## config.mk

```make
export PLATFORM = sky130hd
export DESIGN_NAME = p2sca_region_map
export DESIGN_NICKNAME = d
export VERILOG_FILES = /design/src/hdl/p2sca_pkg.sv /design/src/hdl/p2sca_region_map.sv
export SDC_FILE = /design/constraint.sdc
export NUM_CORES = 1
export LEC_CHECK = 0
export BUFFER_PORTS_ARGS = -buffer_cell sky130_fd_sc_hd__buf_2
export CELL_PAD_IN_SITES_DETAIL_PLACEMENT = 1
export CELL_PAD_IN_SITES_GLOBAL_PLACEMENT = 1
export CORE_MARGIN = 2
export CORE_UTILIZATION = 55
export CTS_BUF_LIST = sky130_fd_sc_hd__clkbuf_8
export CTS_CLUSTER_DIAMETER = 80
export DETAILED_ROUTE_END_ITERATION = 8
export GPL_TIMING_DRIVEN = 0
export PLACE_DENSITY_LB_ADDON = 0.1
export SLEW_MARGIN = 20
export SYNTH_ARGS = -nofsm -noshare
export SYNTH_HDL_FRONTEND = slang
export SYNTH_SLANG_ARGS = --single-unit
```

## constraint.sdc

```tcl
create_clock -name clk_i -period 13.7 [get_ports clk_i]
set_clock_uncertainty 0.1 [all_clocks]
set_input_delay 0.685 -clock clk_i [delete_from_list [all_inputs] [get_ports clk_i]]
set_output_delay 0.685 -clock clk_i [all_outputs]
set_load 0.03 [all_outputs]
```

## src/hdl/p2sca_pkg.sv

```systemverilog
// Shared types and constants for the power-of-two size-class block allocator.
`default_nettype none

package p2sca_pkg;

  localparam int CFG_W      = 14;
  localparam int NUM_REGS   = 8;
  localparam int REG_IDX_W  = 3;
  localparam int SIZE_W     = 16;
  localparam int IN_ADDR_W  = 24;
  localparam int OUT_ADDR_W = 24;
  localparam int OUT_CLS_W  = 3;
  localparam int STATUS_W   = 3;

  localparam logic [CFG_W-1:0] CNT_SAT = '1;

  localparam logic [CFG_W-1:0] REG_RESET [NUM_REGS] = '{
    14'd8192, 14'd8192, 14'd4096, 14'd4096, 14'd2048, 14'd0, 14'd0, 14'd1024
  };

  localparam logic KIND_ALLOC = 1'b0;
  localparam logic KIND_FREE  = 1'b1;

  typedef enum logic [STATUS_W-1:0] {
    ST_OK         = 3'd0,
    ST_BAD_SIZE   = 3'd1,
    ST_NO_BLOCKS  = 3'd2,
    ST_FOREIGN    = 3'd3,
    ST_MISALIGNED = 3'd4
  } status_e;

  typedef enum logic {
    S_IDLE,
    S_EXEC
  } state_e;

  typedef struct packed {
    logic busy;
    logic step;
  } sweep_t;

  typedef struct packed {
    logic hit;
    logic aligned;
  } free_chk_t;

endpackage

`default_nettype wire

```

## src/hdl/p2sca_region_map.sv

```systemverilog
// Count registers, region bound sweep and free-address region lookup.
`default_nettype none

module p2sca_region_map #(
  parameter int NUM_CLASSES    = 8,
  parameter int MIN_BLOCK_LOG2 = 3,
  parameter int MAX_BLOCKS     = 8192,
  parameter int CLS_W          = 3,
  parameter int IDX_W          = 13,
  parameter int BASE_W         = 29
) (
  input  wire logic                              clk_i,
  input  wire logic                              rst_ni,
  input  wire logic                              cfg_we_i,
  input  wire logic [p2sca_pkg::REG_IDX_W-1:0]   cfg_index_i,
  input  wire logic [p2sca_pkg::CFG_W-1:0]       cfg_data_i,
  output p2sca_pkg::sweep_t                      sweep_o,
  output logic      [CLS_W-1:0]                  step_cls_o,
  output logic      [p2sca_pkg::CFG_W-1:0]       step_cnt_o,
  input  wire logic [p2sca_pkg::IN_ADDR_W-1:0]   free_addr_i,
  output p2sca_pkg::free_chk_t                   chk_o,
  output logic      [CLS_W-1:0]                  free_cls_o,
  output logic      [IDX_W-1:0]                  free_idx_o,
  input  wire logic [CLS_W-1:0]                  base_sel_i,
  output logic      [BASE_W-1:0]                 base_o
);

  import p2sca_pkg::*;

  logic [CFG_W-1:0]     regs_q [NUM_REGS];
  logic                 busy_q;
  logic [CLS_W-1:0]     k_q;
  logic [BASE_W-1:0]    acc_q;
  logic [BASE_W-1:0]    hi_q [NUM_CLASSES];
  logic [BASE_W-1:0]    lo_w [NUM_CLASSES];
  logic [REG_IDX_W-1:0] k_reg;
  logic [CFG_W-1:0]     k_raw;
  logic [CFG_W-1:0]     k_cnt;
  logic [BASE_W-1:0]    term;
  logic [BASE_W-1:0]    a_ext;
  logic                 step;

  // block count of the class under sweep, clamped
  always_comb begin
    k_reg = REG_IDX_W'(k_q);
    k_raw = regs_q[k_reg];
    if (int'(k_q) >= NUM_REGS) begin
      k_cnt = '0;
    end else if (int'(k_raw) > MAX_BLOCKS) begin
      k_cnt = CFG_W'(MAX_BLOCKS);
    end else begin
      k_cnt = k_raw;
    end
    term = BASE_W'(k_cnt) << (MIN_BLOCK_LOG2 + int'(k_q));
  end

  assign step       = busy_q && !cfg_we_i;
  assign sweep_o    = '{busy: busy_q, step: step};
  assign step_cls_o = k_q;
  assign step_cnt_o = k_cnt;

  always_ff @(posedge clk_i or negedge rst_ni) begin
    if (!rst_ni) begin
      for (int i = 0; i < NUM_REGS; i++) begin
        regs_q[i] <= REG_RESET[i];
      end
    end else if (cfg_we_i && (int'(cfg_index_i) < NUM_REGS)) begin
      regs_q[cfg_index_i] <= cfg_data_i;
    end
  end

  always_ff @(posedge clk_i or negedge rst_ni) begin
    if (!rst_ni) begin
      busy_q <= 1'b1;
      k_q    <= '0;
      acc_q  <= '0;
    end else if (cfg_we_i) begin
      busy_q <= 1'b1;
      k_q    <= '0;
      acc_q  <= '0;
    end else if (busy_q) begin
      acc_q <= acc_q + term;
      k_q   <= k_q + CLS_W'(1);
      if (int'(k_q) == NUM_CLASSES - 1) begin
        busy_q <= 1'b0;
      end
    end
  end

  // upper bound of each region, one class per cycle while no register is written
  always_ff @(posedge clk_i) begin
    if (step) begin
      hi_q[k_q] <= acc_q + term;
    end
  end

  always_comb begin
    lo_w[0] = '0;
    for (int c = 1; c < NUM_CLASSES; c++) begin
      lo_w[c] = hi_q[c-1];
    end
  end

  assign base_o = lo_w[base_sel_i];

  // regions are disjoint, so at most one matches
  always_comb begin
    logic [BASE_W-1:0] off;
    a_ext      = BASE_W'(free_addr_i);
    chk_o      = '{hit: 1'b0, aligned: 1'b0};
    free_cls_o = '0;
    free_idx_o = '0;
    for (int c = 0; c < NUM_CLASSES; c++) begin
      off = a_ext - lo_w[c];
      if (a_ext >= lo_w[c] && a_ext < hi_q[c]) begin
        chk_o.hit     = 1'b1;
        chk_o.aligned = (off & ((BASE_W'(1) << (MIN_BLOCK_LOG2 + c)) - BASE_W'(1))) == '0;
        free_cls_o    = CLS_W'(c);
        free_idx_o    = IDX_W'(off >> (MIN_BLOCK_LOG2 + c));
      end
    end
  end

endmodule

`default_nettype wire

```

==> qor.txt, run 1 <==
Hold Vio Cnt, Final -> 0
Post-Synth XOR/XNOR Area -> 0.0418
DR vias/cell -> 6.57
Worst-skew pair later-pin latency -> 0.69 ns
DR pass1 iterations -> 6
P_sw -> 1.58 mW
Post-Syn Instances -> 2,675
Pint -> 2.57 mW
Seq cells post-synth -> 377
Vias -> 23,217
Final Core Density -> 0.621
Crit path kind -> register to register
Layout area overhead -> 11.0%
Commonest non-fill, non-tap cell in the layout -> inv_1
Post-synth EDFFs -> 232
Placed Cells -> 3,416
DP HPWL -> 75.4 mm
Cell area after synthesis -> 0.0268 sq mm
Hold Worst Slack -> 0.249 ns
Syn Nets -> 2,952
Chip Height -> 225 um
H-tree depth -> 2
Setup tns final -> 0 ns
Number of global-route vias before repair -> 24,924
Largest family of logic cells by synthesized area -> compound AO/OA/AOI/OAI gates
Share of cells above drive strength 1 -> 0.150
RSZ-0062 raised after global routing -> no
Worst-margin pin slew -> 1.28 ns
Most frequent cells in the layout -> inv_1, edfxtp_1, ha_1, a21oi_1, nor2_1
Ports -> 113
Die area -> 0.0506 sq mm
Residual DRC -> 0
Hold Path Class -> input pin to register
Count of cell types in the netlist -> 89
Nets -> 3,142
Status -> complete, no violations
DRT Wirelength -> 97.3 mm
Pwr/cell area -> 139 mW/mm^2
Crit path DAT -> 8.13 ns
CTS tree -> yes
ANT nets after route -> 0
Initial Util -> 0.560
CTS root buf -> clkbuf_8
Detailed router's first-iteration violation count -> 1,833
Ys async rst share -> 0.385
Num rows -> 80
Area leader, netlist -> edfxtp_1
Max-slew violations -> 0
Multiplexer share of the synthesized area -> 0.109
Period utilization -> 0.576
Comb pwr share -> 0.367
Initial antenna violation count -> 5
Worst Reg2Reg Path Length in Cells -> 18
Total setup buffers inserted after CTS -> 0
Final count of negative-setup-slack endpoints -> 0
Total Power -> 4.15 mW
Core Region -> 0.0479 sq mm
Sw frac -> 0.381
Worst path required time -> 13.95 ns
Routability Congestion -> 0.975
Fin crit period -> 7.89 ns
Synth Area in Compound Gates -> 0.179
Total grt overflow -> 0
CP Max Fanout -> 10
Most used flip-flop cell after synthesis -> edfxtp_1
Synth Warn # -> 0
Port Buffer Count -> 109
CP Capture Type -> register
Clock-pin slew on the worst setup and hold paths -> 0.07 ns
Mapped Avg Cell Area -> 10.0 sq um
Static Leakage -> 13.2 nW
Top cells by area, synth -> edfxtp_1, dfrtp_1, ha_1
Non-filler instance count after layout -> 3,536
CTS buffer count -> 61
Global-route usage over all layers -> 0.385
Min-Delay Path Depth -> 2
Nature of the critical path startpoint -> register
Maximum clock path buffer count -> 3
Number of max-cap violations -> 0
Post-synthesis adder-cell area fraction -> 0.110
Post-Synth Simple-Gate Area -> 0.114
Flop pwr share -> 0.378
Post-synth top area share -> 0.260
Seq/Total Area, Yosys -> 0.395
TritonCTS Sinks -> 377
First-pass GRT wire length -> 147 mm
Die width -> 225 um
Largest net degree at the start of global routing -> 104
Maximum vdd ir drop -> 0.115 mV
Achievable Freq -> 0.127 GHz
Clock power share -> 0.254
DR WL/cell -> 27.5 um
Slew HR -> 0.136
worst paths after layout:
check | endpoint | slack [ns] | startpoint
max | hi_q[7][28] | 5.81 | step_cls_o[2]
min | regs_q[30] | 0.25 | cfg_data_i[2]
max reg2reg | hi_q[7][28] | 5.81 | step_cls_o[2]
min reg2reg | regs_q[93] | 0.41 | regs_q[93]
max in group asynchronous | regs_q[92] | 12.25 | rst_ni
min in group asynchronous | acc_q[19] | 0.40 | rst_ni
power groups by stage:
stage	Clock [mW]	Sequential, mW	Combinational (mW)
after detailed placement	0	1.59	1.46
final	1.06	1.57	1.53
after floorplan	0	1.55	0.967
after global routing	1.10	1.58	1.63
after global placement	0	1.57	1.36
after CTS	1.06	1.57	1.47
cell usage after synthesis (all sizes together), types with 10 or more instances:
cell type / n
clkbuf: 56
edfxtp: 232
a21oi: 204
and3: 30
and2: 20
dfrtp: 138
nor2b: 28
or2: 20
nand3: 45
xnor2: 82
a22oi: 14
or4: 10
a211oi: 23
mux2: 123
o221ai: 13
inv: 266
nor3: 45
o21ai: 131
ha: 222
a31oi: 24
o31ai: 10
buf: 33
o22ai: 19
o211ai: 14
nand4: 24
nand2b: 20
a221oi: 47
o21bai: 20
mux4: 34
o21a: 25
xor2: 46
a21o: 61
nor2: 180
nand2: 163
o2bb2ai: 23
mux2i: 76
critical path, stage by stage (launching register included):
cell and delay, ns:
dfrtp_1 0.41, buf_6 0.16, inv_1 0.22, clkbuf_1 0.40, a221oi_1 1.12, nand4b_1 0.30
o41ai_4 0.63, buf_2 0.33, o211ai_1 0.19, o22ai_1 0.22, ha_1 0.33, and3_1 0.25
a2111oi_0 0.81, o31ai_1 0.28, and3_1 0.24, o31ai_1 0.50, mux2i_1 0.30, nor2_1 0.08
xnor2_1 0.68
final cells by class:
| class | instances | area, sq um |
|---|---|---|
| clock buffers | 68 | 936 |
| well taps | 615 | 769 |
| clock inverters | 48 | 367 |
| repair buffers | 127 | 777 |
| plain buffers | 89 | 404 |
| flip-flops and latches | 377 | 10600 |
| inverters | 266 | 998 |
| fillers | 5324 | 18200 |
| multi-input cells | 1943 | 14900 |
| diodes | 3 | 7.51 |
logic make-up after synthesis:
family,Yosys count
xor gates and xnor gates,128
DFF,377
buffers and inverters,355
muxes,233
adders and majority gates,230
AOI/OAI and AO/OA,722
and+or+nand+nor,630
metal layers:
metal	global-route usage	share of wire	vias up
met2	0.690	0.50	949
met5	0	0.00011	-
met4	0.193	0.054	2
li1	-	-	10311
met1	0.449	0.38	11691
met3	0.0564	0.066	264
repair_timing:
| action | in CTS | in global routing |
|---|---|---|
| hold endpoints to repair | 41 | 0 |
| hold buffers | 1 | 0 |
| setup endpoints to repair | 0 | 0 |
| gates resized for setup | 0 | 0 |
sequential cells by signal (all words and copies together) (netlist names):
register    cells
step_cls_o      3
acc_q          29
regs_q        112
busy_q          1
hi_q          232
metrics by stage:
step / cell area, sq um / worst slack [ns]
3_5_place_dp: 28400 / 6.16
4_1_cts: 29700 / 6.09
3_3_place_gp: 28100 / 6.58
5_1_grt: 29800 / 5.65
2_1_floorplan: 26800 / 7.93
6_report: 29800 / 5.81
Note: power is estimated with default switching activity, not from simulation.
==> inputs of run 2 (changes only) <==
--- a/config.mk
+++ b/config.mk
@@ -9,7 +9,7 @@
 export CELL_PAD_IN_SITES_DETAIL_PLACEMENT = 1
 export CELL_PAD_IN_SITES_GLOBAL_PLACEMENT = 1
 export CORE_MARGIN = 2
-export CORE_UTILIZATION = 55
+export CORE_UTILIZATION = 46
 export CTS_BUF_LIST = sky130_fd_sc_hd__clkbuf_8
 export CTS_CLUSTER_DIAMETER = 80
 export DETAILED_ROUTE_END_ITERATION = 8
==> constraint.sdc (replaced) <==
create_clock -name clk_i -period 6.3 [get_ports clk_i]
set_clock_uncertainty 0.1 [all_clocks]
set_input_delay 0.315 -clock clk_i [delete_from_list [all_inputs] [get_ports clk_i]]
set_output_delay 0.315 -clock clk_i [all_outputs]
set_load 0.03 [all_outputs]
==> run 2 against run 1 <==
Effect of this change: combinational power up 120%; via count down 3.0%; die area up 19%; flip-flop and latch count unchanged; count of clock-buffer cells in the layout up 8; maximum frequency up 30%; global-route usage down 6.7 points; sequential share of layout area down 1.2 points; utilization down 8.8 points; worst setup slack worse by 5.6 ns; routed wire length down 1.2%; worst hold slack worse by 0.14 ns.
==> qor.txt, run 2 (synthesis results as in run 1) <==
DP HPWL -> 75.5 mm (+0.13%)
Min-Delay Path Depth -> 3 (+1)
Worst r2r src -> step_cls_o[2]
Initial Util -> 0.465 (-0.0946)
Max reg flops -> 232 (unchanged)
CP Capture Type -> register
CTS root buf -> clkbuf_8
Period utilization -> 0.960 (+0.385)
Maximum vdd ir drop -> 0.239 mV (+110%)
Vias -> 22,516 (-3.0%)
Core Region -> 0.0577 sq mm (+20%)
Clock-pin slew on the worst setup and hold paths -> 0.06 ns (about the same)
Highest routed layer -> met5
Status -> complete, no violations
DRT Wirelength -> 96.1 mm (-1.2%)
WHS Endpoint -> regs_q[86]
ANT nets after route -> 0 (unchanged)
Worst Reg2Reg Path Length in Cells -> 25 (+7)
Share of cells above drive strength 1 -> 0.171 (+0.0206)
Largest Register -> hi_q
Metal1 wirelength -> 40.5 mm (+9.6%)
DR WL/cell -> 25.8 um (-6.3%)
Worst-margin pin slew -> 1.13 ns (-0.150 ns)
Crit path DAT -> 6.35 ns (-1.78 ns)
Number of global-route vias before repair -> 24,079 (-3.4%)
Filler instances -> 6,467 (+21%)
Max stage delay on crit path -> 0.51 ns (-0.61 ns)
R2R Setup Slk -> 0.25 ns (-5.56 ns)
Crit path max-delay cell type -> a221o_2
Residual DRC -> 0 (unchanged)
Setup tns final -> 0 ns (unchanged)
DR pass1 iterations -> 5 (-1)
Crit path kind -> register to register
Global-route usage over all layers -> 0.318 (-0.0669)
R2R Path End -> hi_q[6][28]
CTS buffer count -> 69 (+13%)
Detailed router's first-iteration violation count -> 1,414 (-23%)
Port Buffer Count -> 109 (unchanged)
Initial antenna violation count -> 2 (-3)
Chip Height -> 246 um (+9.2%)
Routability Congestion -> 0.975 (about the same)
Ports -> 113 (unchanged)
Largest net degree at the start of global routing -> 99 (-4.8%)
Nets -> 3,179 (+1.2%)
DR vias/cell -> 6.04 (-7.9%)
Achievable Freq -> 0.165 GHz (+30%)
First-pass GRT wire length -> 145 mm (-1.7%)
Die width -> 246 um (+9.2%)
Die area -> 0.0603 sq mm (+19%)
Static Leakage -> 13.6 nW (+2.7%)
CTS tree -> yes
Hold Path Class -> input pin to register
Worst Setup SP -> step_cls_o[2]
Hold Worst Slack -> 0.106 ns (-0.144 ns)
Number of max-cap violations -> 0 (unchanged)
Maximum clock path buffer count -> 3 (unchanged)
Most frequent cells in the layout -> inv_1, edfxtp_1, ha_1, a21oi_1, nor2_1
Slew HR -> 0.238 (+0.103)
Largest regs -> hi_q (232), regs_q (112), acc_q (29)
Max-slew violations -> 0 (unchanged)
Non-filler instance count after layout -> 3,725 (+5.3%)
CP Max Fanout -> 10 (unchanged)
Worst path bufs/invs -> 7 (+3)
Nature of the critical path startpoint -> register
Commonest non-fill, non-tap cell in the layout -> inv_1
HP Start -> cfg_index_i[2]
Num rows -> 88 (+10%)
TritonCTS Sinks -> 377 (unchanged)
Fin crit period -> 6.05 ns (-1.84 ns)
Placed Cells -> 3,569 (+4.5%)
Hold Vio Cnt, Final -> 0 (unchanged)
Layout area overhead -> 14.7%
Pwr/cell area -> 301 mW/mm^2 (+120%)
Worst-skew pair later-pin latency -> 0.69 ns (about the same)
Total grt overflow -> 0 (unchanged)
Final count of negative-setup-slack endpoints -> 0 (unchanged)
Met2 Routed Length -> 48.1 mm (-1.3%)
H-tree depth -> 3 (+1)
Met3 WL -> 4.06 mm (-37%)
Worst path required time -> 6.60 ns (-7.35 ns)
Delay-heaviest family, CP -> simple AND/OR/NAND/NOR gates
Total Power -> 9.26 mW (+120%)
[run 2: cell types whose count changed in the layout (fill, tap and decap cells not counted), sizes merged]
cell,previous run,this run
inv,289,292
buf,159,171
dlygate4sd3,1,17
clkinv,17,19
bufinv,6,5
diode,3,1
clkbuf,124,133
[run 2: how the worst max path moves through the flow]
stage,endpoint,slack (ns),depth (start not counted)
floorplan,hi_q[0][28],0.53,21
global placement,hi_q[4][28],-1.13,19
detailed placement,hi_q[6][28],-1.26,19
CTS,acc_q[14],0.005,24
global route,hi_q[6][28],-0.04,22
finish,hi_q[6][28],0.25,25
[run 2: metal layers]
| metal | track usage | vias up |
|---|---|---|
| li1 | - | 10390 |
| met1 | 0.395 | 11386 |
| met2 | 0.569 | 595 |
| met3 | 0.0314 | 143 |
| met4 | 0.121 | 2 |
| met5 | 0 | - |
[run 2: area by class of cell]
type / instances / area, sq um / area share
Clock inverter: 52 / 403 / 0.0131
Sequential cell: 377 / 10600 / 0.345
Clock buffer: 76 / 1050 / 0.0340
Buffer: 89 / 417 / 0.0135
Antenna cell: 1 / 2.50 / 0.0000813
Inverter: 266 / 1000 / 0.0326
Tap cell: 765 / 957 / 0.0311
Timing Repair Buffer: 156 / 1090 / 0.0355
Multi-Input combinational cell: 1943 / 15200 / 0.495
[run 2: worst register-to-register path, cell delays in order (launching register included)]
cell and delay (ns):
dfrtp_1 0.42, buf_6 0.18, buf_6 0.21, clkbuf_4 0.30
mux2i_1 0.23, o2bb2ai_1 0.11, a221o_2 0.51, clkbuf_2 0.25
nor2_2 0.23, nand2_1 0.09, inv_2 0.10, nand2_1 0.10
nor2_1 0.23, ha_1 0.21, inv_1 0.06, fa_1 0.40
nor2b_1 0.22, o2111ai_1 0.16, and3_1 0.23, o31ai_4 0.34
and3_1 0.31, o31ai_4 0.13, mux2i_1 0.23, nor2_1 0.11
xnor2_2 0.15, buf_4 0.18
[run 2: where the power goes]
part           internal, mW  switching [mW]  total (mW)
registers              3.23           0.161        3.40
logic                  1.21            2.18        3.39
clock network          1.34            1.13        2.47
total                  5.78            3.48        9.26
[run 2: stage by stage]
| step | setup WS, ns | cell area [sq um] | util |
|---|---|---|---|
| after CTS | 0.00462 | 30600 | 0.530 |
| after detailed placement | -1.26 | 28600 | 0.497 |
| after global placement | -1.13 | 28300 | 0.491 |
| after global routing | -0.0412 | 30800 | 0.533 |
| final | 0.249 | 30800 | 0.533 |
| after floorplan | 0.535 | 26800 | - |
[run 2: what timing repair did]
item	CTS	global route
pin swaps	3	3
resized for setup	35	22
buffers inserted	5	5
endpoints found under the hold margin	250	0
hold buffers	17	0
gates cloned	0	0
endpoints found under the setup margin	162	143
==> inputs of run 3 (changes only) <==
--- a/config.mk
+++ b/config.mk
@@ -9,7 +9,7 @@
 export CELL_PAD_IN_SITES_DETAIL_PLACEMENT = 1
 export CELL_PAD_IN_SITES_GLOBAL_PLACEMENT = 1
 export CORE_MARGIN = 2
-export CORE_UTILIZATION = 46
+export CORE_UTILIZATION = 55
 export CTS_BUF_LIST = sky130_fd_sc_hd__clkbuf_8
 export CTS_CLUSTER_DIAMETER = 80
 export DETAILED_ROUTE_END_ITERATION = 8
==> constraint.sdc (replaced) <==
create_clock -name clk_i -period 7.25 [get_ports clk_i]
set_clock_uncertainty 0.1 [all_clocks]
set_input_delay 0.3625 -clock clk_i [delete_from_list [all_inputs] [get_ports clk_i]]
set_output_delay 0.3625 -clock clk_i [all_outputs]
set_load 0.03 [all_outputs]
==> run 3 against run 2 <==
Effect of this change: critical endpoint is now hi_q[5][28]; count of clock-buffer cells in the layout down 8; first-iteration DRC count increased by 43%; sequential power decreased by 12%; highest routed layer unchanged; power fell by 14%; worst setup slack got worse by 0.033 ns; maximum frequency down 14%.
==> qor.txt, run 3 (synthesis results as in run 1) <==
Ports -> 113 (unchanged)
Largest regs -> hi_q (232), regs_q (112), acc_q (29)
Hold Vio Cnt, Final -> 0 (unchanged)
Achievable Freq -> 0.142 GHz (-14%)
Setup WS post-layout -> 0.215 ns (-0.0335 ns)
Post-route cell area -> 0.0300 sq mm (-2.4%)
Maximum clock path buffer count -> 3 (unchanged)
Pwr/cell area -> 266 mW/mm^2 (-12%)
CTS buffer count -> 61 (-12%)
Met2 Use GR -> 0.705 (+0.136)
TritonCTS Sinks -> 377 (unchanged)
Crit path kind -> register to register
Met1 Use GR -> 0.458 (+0.0624)
DR WL/cell -> 28.6 um (+11%)
Total Power -> 7.98 mW (-14%)
Filler instances -> 5,282 (-18%)
Commonest non-fill, non-tap cell in the layout -> inv_1
Worst path required time -> 7.56 ns (+0.96 ns)
Nets -> 3,156 (-0.72%)
Detailed router's first-iteration violation count -> 2,022 (+43%)
Initial antenna violation count -> 3 (+1)
Final count of negative-setup-slack endpoints -> 0 (unchanged)
Die width -> 225 um (-8.4%)
Worst-margin pin slew -> 1.26 ns (+0.124 ns)
Layout area overhead -> 11.9%
Number of global-route vias before repair -> 25,424 (+5.6%)
Crit path max-delay cell type -> clkbuf_1
Worst-skew pair later-pin latency -> 0.70 ns (about the same)
Status -> complete, no violations
Final Core Density -> 0.626 (+0.0928)
DRT Wirelength -> 101 mm (+5.6%)
Hold Path Class -> input pin to asynchronous set/reset pin
Residual DRC -> 0 (unchanged)
Chip Height -> 225 um (-8.4%)
Crit path DAT -> 7.34 ns (+0.99 ns)
Worst Reg2Reg Path Length in Cells -> 19 (-24%)
CTS tree -> yes
Slew HR -> 0.154 (-0.0847)
Core Region -> 0.0479 sq mm (-17%)
Most frequent cells in the layout -> inv_1, edfxtp_1, ha_1, a21oi_1, nor2_1
Routability Congestion -> 0.975 (about the same)
Clock-pin slew on the worst setup and hold paths -> 0.07 ns (about the same)
Placed Cells -> 3,416 (-4.3%)
DP HPWL -> 75.4 mm (-0.13%)
Max-slew violations -> 0 (unchanged)
CP cell instances -> buf_6 > inv_1 > clkbuf_1 > a221o_1 > clkbuf_1 > nor2_1 > mux2_2 > a22oi_1 > nor2_1 > ha_1 > a21o_1 > a2111oi_0 > and3_1 > o31ai_1 > and3_1 > o31ai_1 > mux2i_1 > nor2_1 > xnor2_2
CP Max Fanout -> 10 (unchanged)
Nature of the critical path startpoint -> register
Largest Register -> hi_q
Largest net degree at the start of global routing -> 104 (+5.1%)
First-pass GRT wire length -> 151 mm (+4.4%)
CP Capture Type -> register
Crit path depth -> 19 (-24%)
Period utilization -> 0.970 (+0.00980)
Global-route usage over all layers -> 0.396 (+0.0782)
Crit-path most repeated cell -> nor2_1
Port Buffer Count -> 109 (unchanged)
DR vias/cell -> 6.64 (+9.8%)
Max stage delay on crit path -> 0.71 ns (+0.20 ns)
CTS root buf -> clkbuf_8
Num rows -> 80 (-9.1%)
Initial Util -> 0.560 (+0.0946)
Met3 GRT Util -> 0.0601 (+0.0287)
Die area -> 0.0506 sq mm (-16%)
Vias -> 23,544 (+4.6%)
Delay-heaviest family, CP -> compound AO/OA/AOI/OAI gates
H-tree depth -> 2 (-1)
Share of cells above drive strength 1 -> 0.155 (-0.0162)
Total setup buffers inserted after CTS -> 0 (-5)
Worst path bufs/invs -> 4 (-3)
GR peak layer -> met2
ANT nets after route -> 0 (unchanged)
Total grt overflow -> 0 (unchanged)
Number of max-cap violations -> 0 (unchanged)
Non-filler instance count after layout -> 3,548 (-4.8%)
DP Area -> 0.0284 sq mm (-0.86%)
Fin crit period -> 7.03 ns (+0.983 ns)
DR pass1 iterations -> 6 (+1)
Maximum vdd ir drop -> 0.213 mV (-11%)
Pre-CTS WS -> -0.287 ns (+0.972 ns)
Static Leakage -> 13.3 nW (-1.9%)
Max reg flops -> 232 (unchanged)
-- run 3: cell count changes in the layout (fill, tap and decap cells not counted), moves of 4 or more --
cell and delta:
a221oi_4 -5, xnor2_2 -4, clkbuf_8 -8, xnor2_1 +6, buf_4 -9
-- run 3: timing repair --
action	CTS	global route
endpoints found under the hold margin	251	0
hold buffers	15	0
gates resized for setup	6	10
setup endpoints to repair	35	82
-- run 3: metal layers --
| metal | vias to the layer above | wire [um] |
|---|---|---|
| met2 | 1068 | 50900 |
| li1 | 10338 | - |
| met1 | 11838 | 38100 |
| met5 | - | 11 |
| met4 | 2 | 5640 |
| met3 | 298 | 6830 |
-- run 3: report_power, final --
part,internal [mW],switching [mW]
sequential,2.81,0.172
combinational,0.991,1.99
clock,1.08,0.945
total,4.88,3.10
-- run 3: final timing paths --
path	from	end	slack (ns)
max	step_cls_o[2]	hi_q[5][28]	0.22
min	rst_ni	acc_q[19]	0.07
max reg2reg	step_cls_o[2]	hi_q[5][28]	0.22
min reg2reg	regs_q[9]	regs_q[9]	0.41
max in group asynchronous	rst_ni	regs_q[10]	6.08
min in group clk_i	cfg_index_i[2]	regs_q[99]	0.17
-- run 3: stage by stage --
stage | hold WS (ns) | setup TNS, ns
2_1_floorplan | -0.0331 | 0
4_1_cts | 0.0494 | 0
6_report | 0.0730 | 0
3_3_place_gp | 0.381 | 0
5_1_grt | 0.0587 | -0.0408
3_5_place_dp | 0.183 | -2.62
-- run 3: cell type report --
| cell class | instances | area, sq um | share of cell area |
|---|---|---|---|
| diodes | 1 | 2.50 | 0.0000834 |
| plain buffers | 89 | 405 | 0.0135 |
| clock buffers | 68 | 936 | 0.0312 |
| clock inverters | 48 | 367 | 0.0122 |
| inverters | 266 | 998 | 0.0333 |
| multi-input cells | 1943 | 15000 | 0.500 |
| flip-flops and latches | 377 | 10600 | 0.353 |
| well taps | 615 | 769 | 0.0256 |
| repair buffers | 141 | 917 | 0.0305 |
